File: src/rtl/bfha_pkg.sv
// Shared types and constants for the best-fit heap allocator.
// Used by the block table, the sequencer and the top level.
package bfha_pkg;

    localparam int ARENA_BYTES       = 1048576;
    localparam int MAX_BLOCKS        = 64;
    localparam int HEADER_BYTES      = 24;
    localparam int POOL_HEADER_BYTES = 24;
    localparam int ALIGN_BYTES       = 8;
    localparam int MIN_SPLIT_BYTES   = 16;

    localparam int OFF_W  = 20;
    localparam int REQ_W  = 32;
    localparam int SZ_W   = REQ_W + 1;
    localparam int CNT_W  = 21;
    localparam int IDX_W  = $clog2(MAX_BLOCKS);
    localparam int IN_W   = 56;
    localparam int OUT_W  = 48;

    typedef logic [OFF_W-1:0] off_t;
    typedef logic [IDX_W-1:0] idx_t;
    typedef logic [CNT_W-1:0] cnt_t;
    typedef logic [SZ_W-1:0]  size_t;

    typedef struct packed {
        off_t start;
        off_t size;
        logic free;
        idx_t link;
    } entry_t;

    localparam entry_t RESET_ENTRY = '{
        start: OFF_W'(POOL_HEADER_BYTES),
        size:  OFF_W'(ARENA_BYTES - POOL_HEADER_BYTES - HEADER_BYTES),
        free:  1'b1,
        link:  '0
    };

    typedef enum logic [1:0] {
        OP_ALLOC   = 2'd0,
        OP_RELEASE = 2'd1,
        OP_RESIZE  = 2'd2,
        OP_NOP     = 2'd3
    } op_t;

    typedef enum logic [1:0] {
        ST_OK      = 2'd0,
        ST_ZERO    = 2'd1,
        ST_NOMEM   = 2'd2,
        ST_INVALID = 2'd3
    } status_t;

    typedef enum logic [3:0] {
        S_IDLE,
        S_FND_CHK,
        S_ALC_CHK,
        S_SPL_NEW,
        S_SPL_OLD,
        S_REL_WR,
        S_MRG_RD0,
        S_MRG_LD0,
        S_MRG_CHK,
        S_DONE
    } state_t;

    typedef struct packed {
        logic   rd_en;
        idx_t   rd_idx;
        logic   wr_en;
        idx_t   wr_idx;
        entry_t wr_data;
        logic   set_en;
        idx_t   set_idx;
        logic   clr_en;
        idx_t   clr_idx;
    } tbl_cmd_t;

    typedef struct packed {
        entry_t rd_data;
        logic   rd_valid;
        logic   spare_found;
        idx_t   spare_idx;
    } tbl_rsp_t;

    typedef struct packed {
        logic    done;
        off_t    res_off;
        status_t status;
        cnt_t    in_use;
    } seq_out_t;

endpackage

File: src/rtl/bfha_table.sv
// Block table: one memory of block records with a registered read port,
// valid flags in flip-flops and a search for a spare entry. Uses bfha_pkg.
module bfha_table
    import bfha_pkg::*;
(
    input  logic     clk,
    input  logic     rst_n,
    input  tbl_cmd_t cmd,
    output tbl_rsp_t rsp
);

    entry_t                mem [MAX_BLOCKS];
    entry_t                rd_data_reg;
    logic                  rd_zero_reg;
    logic                  rd_valid_reg;
    logic                  init_reg;
    logic [MAX_BLOCKS-1:0] valid_reg;
    logic                  spare_found;
    idx_t                  spare_idx;

    always_ff @(posedge clk)
    begin
        if (cmd.wr_en)
        begin
            mem[cmd.wr_idx] <= cmd.wr_data;
        end
        if (cmd.rd_en)
        begin
            rd_data_reg <= mem[cmd.rd_idx];
        end
    end

    always_ff @(posedge clk or negedge rst_n)
    begin
        if (!rst_n)
        begin
            valid_reg    <= MAX_BLOCKS'(1);
            init_reg     <= 1'b0;
            rd_zero_reg  <= 1'b0;
            rd_valid_reg <= 1'b0;
        end
        else
        begin
            if (cmd.set_en)
            begin
                valid_reg[cmd.set_idx] <= 1'b1;
            end
            if (cmd.clr_en)
            begin
                valid_reg[cmd.clr_idx] <= 1'b0;
            end
            if (cmd.wr_en && cmd.wr_idx == '0)
            begin
                init_reg <= 1'b1;
            end
            if (cmd.rd_en)
            begin
                rd_zero_reg  <= (cmd.rd_idx == '0) && !init_reg;
                rd_valid_reg <= valid_reg[cmd.rd_idx];
            end
        end
    end

    always_comb
    begin
        spare_found = 1'b0;
        spare_idx   = '0;
        for (int i = MAX_BLOCKS - 1; i >= 1; i--)
        begin
            if (!valid_reg[i])
            begin
                spare_found = 1'b1;
                spare_idx   = IDX_W'(i);
            end
        end
    end

    assign rsp.rd_data     = rd_zero_reg ? RESET_ENTRY : rd_data_reg;
    assign rsp.rd_valid    = rd_valid_reg;
    assign rsp.spare_found = spare_found;
    assign rsp.spare_idx   = spare_idx;

    a_head_valid: assert property (@(posedge clk) disable iff (!rst_n) valid_reg[0])
        else $error("Head entry lost its valid flag.");
    a_set_spare: assert property (@(posedge clk) disable iff (!rst_n)
        cmd.set_en |-> !valid_reg[cmd.set_idx] && cmd.set_idx != '0)
        else $error("Split claimed an entry that is already valid.");
    a_clr_head: assert property (@(posedge clk) disable iff (!rst_n)
        cmd.clr_en |-> cmd.clr_idx != '0 && valid_reg[cmd.clr_idx])
        else $error("Merge released the head or an invalid entry.");

endmodule

File: src/rtl/bfha_seq.sv
// Sequencer for allocate, release and resize: walks the block list one
// table read per cycle and keeps the in-use count. Uses bfha_pkg.
module bfha_seq
    import bfha_pkg::*;
(
    input  logic     clk,
    input  logic     rst_n,
    input  logic     in_valid,
    output logic     in_ready,
    input  op_t      in_op,
    input  logic [REQ_W-1:0] in_req,
    input  off_t     in_off,
    input  logic     out_free,
    output seq_out_t result,
    output tbl_cmd_t cmd,
    input  tbl_rsp_t rsp
);

    localparam int MIN_REM = HEADER_BYTES + MIN_SPLIT_BYTES;

    state_t  state_reg, state_next;
    op_t     op_reg, op_next;
    size_t   size_reg, size_next;
    logic    req_zero_reg, req_zero_next;
    off_t    off_reg, off_next;
    idx_t    fidx_reg, fidx_next;
    entry_t  frec_reg, frec_next;
    idx_t    cur_idx_reg, cur_idx_next;
    entry_t  cur_rec_reg, cur_rec_next;
    idx_t    nx_idx_reg, nx_idx_next;
    logic    best_valid_reg, best_valid_next;
    idx_t    best_idx_reg, best_idx_next;
    entry_t  best_rec_reg, best_rec_next;
    idx_t    tgt_idx_reg, tgt_idx_next;
    entry_t  tgt_rec_reg, tgt_rec_next;
    logic    alloc_reg, alloc_next;
    logic    grow_reg, grow_next;
    logic    split_reg, split_next;
    cnt_t    cnt_reg, cnt_next;
    off_t    res_reg, res_next;
    status_t status_reg, status_next;

    entry_t  d;
    size_t   in_size;
    logic    find_match;
    logic    fit;
    logic    exact;
    logic    walk_end;
    logic    have_best;
    idx_t    pick_idx;
    entry_t  pick_rec;
    off_t    nsize;
    off_t    rem;
    logic    do_split;
    logic    adjacent;
    logic    do_merge;
    logic    find_last;
    logic [CNT_W:0] cnt_sum;
    off_t    sub_val;
    cnt_t    cnt_less;

    assign d          = rsp.rd_data;
    assign in_size    = (SZ_W'(in_req) + SZ_W'(ALIGN_BYTES - 1)) & ~SZ_W'(ALIGN_BYTES - 1);
    assign find_match = rsp.rd_valid && !d.free &&
                        ((CNT_W'(d.start) + CNT_W'(HEADER_BYTES)) == CNT_W'(off_reg));
    assign find_last  = (cur_idx_reg == IDX_W'(MAX_BLOCKS - 1));
    assign fit        = d.free && (SZ_W'(d.size) >= size_reg) &&
                        (!best_valid_reg || d.size < best_rec_reg.size);
    assign exact      = fit && (SZ_W'(d.size) == size_reg);
    assign walk_end   = exact || (d.link == '0);
    assign have_best  = fit || best_valid_reg;
    assign pick_idx   = fit ? cur_idx_reg : best_idx_reg;
    assign pick_rec   = fit ? d : best_rec_reg;
    assign nsize      = size_reg[OFF_W-1:0];
    assign rem        = tgt_rec_reg.size - nsize;
    assign do_split   = (rem >= OFF_W'(MIN_REM)) && rsp.spare_found;
    assign adjacent   = (CNT_W'(cur_rec_reg.start) + CNT_W'(HEADER_BYTES) +
                         CNT_W'(cur_rec_reg.size)) == CNT_W'(d.start);
    assign do_merge   = cur_rec_reg.free && d.free && adjacent;
    assign cnt_sum    = (CNT_W+1)'(cnt_reg) + (CNT_W+1)'(nsize);

    always_comb
    begin
        case (state_reg)
            S_SPL_OLD: sub_val = frec_reg.size - nsize;
            default:   sub_val = frec_reg.size;
        endcase
        cnt_less = (CNT_W'(sub_val) >= cnt_reg) ? '0 : cnt_reg - CNT_W'(sub_val);
    end

    always_comb
    begin
        state_next = state_reg;
        case (state_reg)
            S_IDLE:
            begin
                if (in_valid)
                begin
                    case (in_op)
                        OP_ALLOC:   state_next = (in_req == '0) ? S_DONE : S_ALC_CHK;
                        OP_RELEASE: state_next = (in_off == '0) ? S_DONE : S_FND_CHK;
                        OP_RESIZE:
                        begin
                            if (in_off != '0)
                            begin
                                state_next = S_FND_CHK;
                            end
                            else
                            begin
                                state_next = (in_req == '0) ? S_DONE : S_ALC_CHK;
                            end
                        end
                        default:    state_next = S_DONE;
                    endcase
                end
            end
            S_FND_CHK:
            begin
                if (find_match)
                begin
                    if (op_reg == OP_RELEASE || req_zero_reg)
                    begin
                        state_next = S_REL_WR;
                    end
                    else if (size_reg <= SZ_W'(d.size))
                    begin
                        state_next = S_SPL_NEW;
                    end
                    else
                    begin
                        state_next = S_ALC_CHK;
                    end
                end
                else if (find_last)
                begin
                    state_next = S_DONE;
                end
            end
            S_ALC_CHK:
            begin
                if (walk_end)
                begin
                    state_next = have_best ? S_SPL_NEW : S_DONE;
                end
            end
            S_SPL_NEW: state_next = S_SPL_OLD;
            S_SPL_OLD: state_next = (alloc_reg && grow_reg) ? S_REL_WR : S_DONE;
            S_REL_WR:  state_next = S_MRG_RD0;
            S_MRG_RD0: state_next = S_MRG_LD0;
            S_MRG_LD0: state_next = (d.link == '0) ? S_DONE : S_MRG_CHK;
            S_MRG_CHK: state_next = (d.link == '0) ? S_DONE : S_MRG_CHK;
            S_DONE:    state_next = out_free ? S_IDLE : S_DONE;
            default:   state_next = S_IDLE;
        endcase
    end

    always_comb
    begin
        cmd          = '0;
        in_ready     = 1'b0;
        result.done  = 1'b0;
        case (state_reg)
            S_IDLE:
            begin
                in_ready   = 1'b1;
                cmd.rd_en  = in_valid;
                cmd.rd_idx = '0;
            end
            S_FND_CHK:
            begin
                cmd.rd_en  = !find_match && !find_last;
                cmd.rd_idx = find_match ? idx_t'(0) : cur_idx_reg + idx_t'(1);
                if (find_match && op_reg == OP_RESIZE && !req_zero_reg &&
                    size_reg > SZ_W'(d.size))
                begin
                    cmd.rd_en = 1'b1;
                end
            end
            S_ALC_CHK:
            begin
                cmd.rd_en  = !walk_end;
                cmd.rd_idx = d.link;
            end
            S_SPL_NEW:
            begin
                cmd.wr_en         = do_split;
                cmd.wr_idx        = rsp.spare_idx;
                cmd.wr_data.start = tgt_rec_reg.start + OFF_W'(HEADER_BYTES) + nsize;
                cmd.wr_data.size  = rem - OFF_W'(HEADER_BYTES);
                cmd.wr_data.free  = 1'b1;
                cmd.wr_data.link  = tgt_rec_reg.link;
                cmd.set_en        = do_split;
                cmd.set_idx       = rsp.spare_idx;
            end
            S_SPL_OLD:
            begin
                cmd.wr_en        = 1'b1;
                cmd.wr_idx       = tgt_idx_reg;
                cmd.wr_data      = tgt_rec_reg;
                cmd.wr_data.free = 1'b0;
            end
            S_REL_WR:
            begin
                cmd.wr_en        = 1'b1;
                cmd.wr_idx       = fidx_reg;
                cmd.wr_data      = frec_reg;
                cmd.wr_data.free = 1'b1;
            end
            S_MRG_RD0:
            begin
                cmd.rd_en  = 1'b1;
                cmd.rd_idx = '0;
            end
            S_MRG_LD0:
            begin
                cmd.rd_en  = (d.link != '0);
                cmd.rd_idx = d.link;
            end
            S_MRG_CHK:
            begin
                cmd.rd_en             = (d.link != '0);
                cmd.rd_idx            = d.link;
                cmd.wr_en             = do_merge;
                cmd.wr_idx            = cur_idx_reg;
                cmd.wr_data           = cur_rec_reg;
                cmd.wr_data.size      = cur_rec_reg.size + OFF_W'(HEADER_BYTES) + d.size;
                cmd.wr_data.link      = d.link;
                cmd.clr_en            = do_merge;
                cmd.clr_idx           = nx_idx_reg;
            end
            S_DONE:
            begin
                result.done = out_free;
            end
            default:
            begin
                in_ready = 1'b0;
            end
        endcase
    end

    assign result.res_off = res_reg;
    assign result.status  = status_reg;
    assign result.in_use  = cnt_reg;

    always_comb
    begin
        op_next         = op_reg;
        size_next       = size_reg;
        req_zero_next   = req_zero_reg;
        off_next        = off_reg;
        fidx_next       = fidx_reg;
        frec_next       = frec_reg;
        cur_idx_next    = cur_idx_reg;
        cur_rec_next    = cur_rec_reg;
        nx_idx_next     = nx_idx_reg;
        best_valid_next = best_valid_reg;
        best_idx_next   = best_idx_reg;
        best_rec_next   = best_rec_reg;
        tgt_idx_next    = tgt_idx_reg;
        tgt_rec_next    = tgt_rec_reg;
        alloc_next      = alloc_reg;
        grow_next       = grow_reg;
        split_next      = split_reg;
        cnt_next        = cnt_reg;
        res_next        = res_reg;
        status_next     = status_reg;
        case (state_reg)
            S_IDLE:
            begin
                if (in_valid)
                begin
                    op_next         = in_op;
                    size_next       = in_size;
                    req_zero_next   = (in_req == '0);
                    off_next        = in_off;
                    cur_idx_next    = '0;
                    best_valid_next = 1'b0;
                    alloc_next      = 1'b1;
                    grow_next       = 1'b0;
                    res_next        = '0;
                    status_next     = ST_OK;
                    if (in_req == '0 && (in_op == OP_ALLOC ||
                        (in_op == OP_RESIZE && in_off == '0)))
                    begin
                        status_next = ST_ZERO;
                    end
                end
            end
            S_FND_CHK:
            begin
                if (find_match)
                begin
                    fidx_next    = cur_idx_reg;
                    frec_next    = d;
                    tgt_idx_next = cur_idx_reg;
                    tgt_rec_next = d;
                    alloc_next   = 1'b0;
                    cur_idx_next = '0;
                    grow_next    = 1'b1;
                    if (op_reg == OP_RESIZE && req_zero_reg)
                    begin
                        status_next = ST_ZERO;
                    end
                    else if (op_reg == OP_RESIZE && size_reg > SZ_W'(d.size))
                    begin
                        alloc_next = 1'b1;
                    end
                end
                else if (find_last)
                begin
                    status_next = ST_INVALID;
                end
                else
                begin
                    cur_idx_next = cur_idx_reg + idx_t'(1);
                end
            end
            S_ALC_CHK:
            begin
                if (fit)
                begin
                    best_valid_next = 1'b1;
                    best_idx_next   = cur_idx_reg;
                    best_rec_next   = d;
                end
                if (walk_end)
                begin
                    tgt_idx_next = pick_idx;
                    tgt_rec_next = pick_rec;
                    if (!have_best)
                    begin
                        status_next = ST_NOMEM;
                    end
                end
                else
                begin
                    cur_idx_next = d.link;
                end
            end
            S_SPL_NEW:
            begin
                split_next = do_split;
                if (do_split)
                begin
                    tgt_rec_next.size = nsize;
                    tgt_rec_next.link = rsp.spare_idx;
                end
            end
            S_SPL_OLD:
            begin
                if (alloc_reg)
                begin
                    cnt_next = (cnt_sum > (CNT_W+1)'({CNT_W{1'b1}})) ?
                               {CNT_W{1'b1}} : cnt_sum[CNT_W-1:0];
                    res_next = tgt_rec_reg.start + OFF_W'(HEADER_BYTES);
                end
                else
                begin
                    if (split_reg)
                    begin
                        cnt_next = cnt_less;
                    end
                    res_next = off_reg;
                end
            end
            S_REL_WR:
            begin
                cnt_next = cnt_less;
            end
            S_MRG_LD0:
            begin
                cur_idx_next = '0;
                cur_rec_next = d;
                nx_idx_next  = d.link;
            end
            S_MRG_CHK:
            begin
                nx_idx_next = d.link;
                if (do_merge)
                begin
                    cur_rec_next.size = cur_rec_reg.size + OFF_W'(HEADER_BYTES) + d.size;
                    cur_rec_next.link = d.link;
                end
                else
                begin
                    cur_idx_next = nx_idx_reg;
                    cur_rec_next = d;
                end
            end
            default:
            begin
                cnt_next = cnt_reg;
            end
        endcase
    end

    always_ff @(posedge clk or negedge rst_n)
    begin
        if (!rst_n)
        begin
            state_reg <= S_IDLE;
            cnt_reg   <= '0;
        end
        else
        begin
            state_reg <= state_next;
            cnt_reg   <= cnt_next;
        end
    end

    always_ff @(posedge clk)
    begin
        op_reg         <= op_next;
        size_reg       <= size_next;
        req_zero_reg   <= req_zero_next;
        off_reg        <= off_next;
        fidx_reg       <= fidx_next;
        frec_reg       <= frec_next;
        cur_idx_reg    <= cur_idx_next;
        cur_rec_reg    <= cur_rec_next;
        nx_idx_reg     <= nx_idx_next;
        best_valid_reg <= best_valid_next;
        best_idx_reg   <= best_idx_next;
        best_rec_reg   <= best_rec_next;
        tgt_idx_reg    <= tgt_idx_next;
        tgt_rec_reg    <= tgt_rec_next;
        alloc_reg      <= alloc_next;
        grow_reg       <= grow_next;
        split_reg      <= split_next;
        res_reg        <= res_next;
        status_reg     <= status_next;
    end

endmodule

File: src/rtl/best_fit_heap_allocator.sv
// Top level of the best-fit heap allocator: stream ports, result register,
// block table and sequencer. Uses bfha_pkg, bfha_table and bfha_seq.
//
//   Channel  Direction  Contents of one item
//   s_*      in         opcode, request_bytes, payload_offset
//   m_*      out        result_offset, status, bytes_in_use
//
// The table lookup, the best-fit walk and the merge pass each read one
// table entry per cycle from a single memory port.
// s_tready is high only while the sequencer is idle; a finished result
// waits in the output register while the next item is taken.
// Reset leaves one free block that spans the arena and a zero in-use count.
module best_fit_heap_allocator
    import bfha_pkg::*;
(
    input  logic             clk,
    input  logic             rst_n,
    input  logic             s_tvalid,
    output logic             s_tready,
    input  logic [IN_W-1:0]  s_tdata,   // opcode, request_bytes, payload_offset, zero pad
    output logic             m_tvalid,
    input  logic             m_tready,
    output logic [OUT_W-1:0] m_tdata    // result_offset, status, bytes_in_use, zero pad
);

    tbl_cmd_t          cmd;
    tbl_rsp_t          rsp;
    seq_out_t          result;
    logic              out_free;
    logic              m_tvalid_reg;
    logic [OUT_W-1:0]  m_tdata_reg;

    assign out_free = !m_tvalid_reg || m_tready;

    bfha_table u_table (
        .clk   (clk),
        .rst_n (rst_n),
        .cmd   (cmd),
        .rsp   (rsp)
    );

    bfha_seq u_seq (
        .clk      (clk),
        .rst_n    (rst_n),
        .in_valid (s_tvalid),
        .in_ready (s_tready),
        .in_op    (op_t'(s_tdata[1:0])),
        .in_req   (s_tdata[33:2]),
        .in_off   (s_tdata[53:34]),
        .out_free (out_free),
        .result   (result),
        .cmd      (cmd),
        .rsp      (rsp)
    );

    always_ff @(posedge clk or negedge rst_n)
    begin
        if (!rst_n)
        begin
            m_tvalid_reg <= 1'b0;
        end
        else if (result.done)
        begin
            m_tvalid_reg <= 1'b1;
        end
        else if (m_tready)
        begin
            m_tvalid_reg <= 1'b0;
        end
    end

    always_ff @(posedge clk)
    begin
        if (result.done)
        begin
            m_tdata_reg <= {5'b0, result.in_use, result.status, result.res_off};
        end
    end

    assign m_tvalid = m_tvalid_reg;
    assign m_tdata  = m_tdata_reg;

endmodule

File: config.mk
export PLATFORM = sky130hd
export DESIGN_NAME = best_fit_heap_allocator
export DESIGN_NICKNAME = d
export VERILOG_FILES = /design/src/rtl/bfha_pkg.sv /design/src/rtl/bfha_table.sv /design/src/rtl/bfha_seq.sv /design/src/rtl/best_fit_heap_allocator.sv
export SDC_FILE = /design/constraint.sdc
export NUM_CORES = 2
export LEC_CHECK = 0
export ABC_AREA = 0
export BUFFER_PORTS_ARGS = -buffer_cell sky130_fd_sc_hd__buf_4
export CAP_MARGIN = 40
export CORE_MARGIN = 5
export CORE_UTILIZATION = 25
export CTS_BUF_LIST = sky130_fd_sc_hd__clkbuf_4 sky130_fd_sc_hd__clkbuf_8 sky130_fd_sc_hd__clkbuf_16
export DETAILED_ROUTE_END_ITERATION = 8
export PLACE_DENSITY = 0.35
export SLEW_MARGIN = 20
export SYNTH_ARGS = -nofsm -noshare
export SYNTH_HDL_FRONTEND = slang
export SYNTH_HIERARCHICAL = 1
export SYNTH_SLANG_ARGS = --single-unit
File: constraint.sdc
create_clock -name clk -period 9.35 [get_ports clk]
set_input_delay 0.4675 -clock clk [delete_from_list [all_inputs] [get_ports clk]]
set_output_delay 0.4675 -clock clk [all_outputs]
set_load 0.01 [all_outputs]
==> impl_metrics.tcl <==
set metrics [dict create \
    place_area_um2 158000 \
    grt_pass1_wl_um 659000 \
    avgViaCountPerCell 4.78 \
    type_of_destination_of_the_critical_path "register" \
    synth_flop_cell "edfxtp_1" \
    synthTopCellsByArea "edfxtp_1, mux4_2, ha_1" \
    antenna_found_initial 30 \
    drcViolationCount 0 \
    flip_flop_count_of_the_largest_register_all_copies_and_words_added 3008 \
    synthesis.area_um2 144000 \
    hold_path.class "in -> reg" \
    report.final.setup_viol 0 \
    worst-path-max-fanout 23 \
    worst_clock_skew_ps 87.3 \
    cts.htree.levels 5 \
    timing.critical_path.slowest_stage_cell "nor3_2" \
    core_um2 576000 \
    rows 279 \
    chipHeight_um 769 \
    dp_hpwl_um 288000 \
    cts-root-buf "clkbuf_16" \
    first_iter_violations 6692 \
    firstDrtPassIters 6 \
    layout_min_cycle_time_ps 7430 \
    route.detailed.wl_per_inst_um 30.0 \
    worst_endpoint_required_time_ps 9930 \
    floorplan.initialDensity_pct 25.0 \
    timing.critical_path.cells "buf_4 > nor2b_1 > xor2_1 > or4_1 > a211o_1 > a2111oi_2 > o2111ai_1 > a311oi_1 > nand4_1 > nor4b_4 > a211o_1 > nand3_1 > nor3_2 > buf_4" \
    ffs_latches_synth 3479 \
    grt_setup_unrepaired "no" \
    route.antenna.remaining_nets 0 \
    cts_setup_buffers 0 \
    cts_num_sinks 3479 \
    grt_start_max_net_pins 78 \
    wl_um 477000 \
    tightestPinTransition_ps 1130 \
    max_cap_violations 0 \
    total_leakage_power_nw 55.3 \
    worstPathArrival_ps 8010 \
    worst_vdd_ir_mv 0.215 \
    clock_path_buffers 4 \
    r2r_start "u_table/rd_zero_reg" \
    synth.largest_area_cell "edfxtp_1" \
    status "finished clean" \
    max_freq_mhz 135 \
    synth_edf_count 3386 \
    worst-setup-path-type "reg -> reg" \
    syn-mean-instance-area_um2 19.6 \
    port-buffer-count 102 \
    grt_pass1_vias 79300 \
    path_buf_inv 2 \
    post_route_cells_drive_above_1_share_pct 28.2 \
    floorplan.die_area_um2 592000 \
    hold_viol 0 \
    setup_tns_ps 0 \
    timing.hold.worst.start "s_tdata[3]" \
    period_share_pct 79.4 \
    gp_congestion 0.814 \
    synth_sequential_area_ratio_pct 72.1 \
    yosys_warnings 6 \
    clock_latency_ps 1010 \
    power-per-cell-area_nw_per_um2 351 \
    grt_remaining_overflow 0 \
    synth_cells 7353 \
    path_delay_family "simple AND/OR/NAND/NOR gates" \
    cts_tree "yes" \
    synthArstFlopShare_pct 2.67 \
    area.growth.synth_to_final_pct 19.6 \
    groute.usage.overall_pct 15.7 \
    startpoint "u_table/rd_zero_reg" \
    number_of_max_slew_violations_in_the_final_report 0 \
    synth_top_cell_area_share_pct 70.5 \
    dr_total_vias 76000 \
    critical-path-max-stage-delay_ps 770 \
    nNetsFinal 8238 \
    clkTransAtPathRegs_ps 60 \
    maxSlewHeadroom_pct 24.6 \
    cts_inserted_buffers 408 \
    netlist_cell_types 88 \
    dieWidth_um 769 \
    cp-start-kind "register" \
    final_standard_cell_area_without_fillers_um2 173000 \
    io_pins 110 \
]
## repair_timing
item,CTS,global route
hold buffers,74,0
hold endpoints to repair,117,0
gates resized for setup,0,0
setup endpoints to repair,0,0
## worst min-delay path, cell delays in order
cell and delay (ps):
buf_4 80, nor3_1 70, nand4_1 110, nor4_1 70, buf_2 160
## cell usage in the layout (no fill, tap or decap), drive strengths merged, types with 23 or more instances in the layout
cell and n:
inv 158, nand2 250, clkinv 184, o211ai 26
edfxtp 3386, or2 31, mux4 955, dfrtp 92
xnor2 122, nand3 69, nor2 218, and3 30
mux2 71, dlygate4sd3 73, o21ai 147, and2 33
a221o 29, mux2i 40, nand2b 34, clkbuf 519
o21a 28, nor2b 65, ha 201, a21oi 266
bufinv 30, nor4 24, nor3 92, a22oi 103
buf 492, xor2 70, nand4 54, a211o 23
a222oi 35, a31oi 31, a21o 61
## synthesized netlist by cell type, drive strengths merged, types with 9 or more instances
| cell type | instances |
|---|---|
| a22oi | 103 |
| a22o | 13 |
| a221o | 29 |
| mux2 | 71 |
| a21o | 61 |
| o21ai | 147 |
| and3b | 9 |
| nand4 | 54 |
| edfxtp | 3386 |
| nand2 | 250 |
| or3 | 18 |
| a211o | 23 |
| dfrtp | 92 |
| buf | 113 |
| or2 | 31 |
| and2 | 33 |
| o21bai | 9 |
| nor2b | 65 |
| inv | 149 |
| or4 | 9 |
| and3 | 30 |
| nand3 | 69 |
| nor4 | 24 |
| a211oi | 21 |
| nand3b | 14 |
| mux4 | 955 |
| o31ai | 22 |
| nor3 | 92 |
| a21oi | 266 |
| a31oi | 31 |
| a222oi | 35 |
| and4 | 11 |
| mux2i | 40 |
| clkbuf | 252 |
| nor3b | 12 |
| o21a | 28 |
| nand2b | 34 |
| o211ai | 26 |
| xor2 | 70 |
| xnor2 | 122 |
| ha | 201 |
| nor2 | 218 |
## through the flow
| stage | setup WS, ps | hold WS, ps | utilization [%] | power, W | cells |
|---|---|---|---|---|---|
| after floorplan | 1280 | 172 | - | 0.0361 | 7357 |
| after global placement | 1400 | 408 | 27.3 | 0.0452 | 15000 |
| after detailed placement | 1850 | 405 | 27.5 | 0.0456 | 15100 |
| after CTS | 1800 | 125 | 29.9 | 0.0616 | 15900 |
| after global routing | 1670 | 175 | 30.0 | 0.0636 | 15900 |
| final | 1920 | 223 | 30.0 | 0.0606 | 15900 |
## final cells by class
| class | instances | area (µm²) |
|---|---|---|
| tap | 7587 | 9490 |
| inverter | 152 | 573 |
| timing repair buffer | 568 | 6060 |
| multi-input combinational | 3361 | 39000 |
| sequential | 3479 | 104000 |
| fill | 56100 | 403000 |
| clock buffer | 516 | 11100 |
| clock inverter | 229 | 2240 |
| antenna | 10 | 25.0 |
## cells by family after synthesis
| logic type | synth area share, % |
|---|---|
| adders and majority gates | 1.84 |
| and+or+nand+nor | 3.40 |
| muxes | 15.7 |
| AOI/OAI and AO/OA | 4.22 |
| DFF | 72.1 |
| buffers and inverters | 1.48 |
| xor gates and xnor gates | 1.18 |
| other | 0.00260 |
## final timing paths
path                                        end  slack (ps)  cells after the start
max                         u_table/mem[36][13]        1920                     14
min                          u_seq/req_zero_reg         220                      5
max reg2reg                 u_table/mem[36][13]        1920                     14
min reg2reg                          m_tdata[1]         420                      0
max in group asynchronous  u_table/valid_reg[0]        8020                      5
min in group asynchronous      u_seq/cnt_reg[6]         570                      4
## routing by layer
metal	share of wire (%)	vias to the layer above	routed length [µm]	track usage, %
met5	0	-	0	0
met3	4.1	591	19400	1.76
met1	46	41700	218000	22.1
met4	2.4	0	11400	3.59
met2	48	1820	229000	26.1
li1	-	31900	-	-
## power by group
| part | switching (W) | internal, W | leakage [nW] | total, W |
|---|---|---|---|---|
| Combinational | 0.0143 | 0.00956 | 16.1 | 0.0239 |
| Clock | 0.00656 | 0.00924 | 6.62 | 0.0158 |
| Sequential | 0.000533 | 0.0203 | 32.6 | 0.0209 |
| Total | 0.0214 | 0.0391 | 55.3 | 0.0606 |
Note: power is estimated with default switching activity, not from simulation.
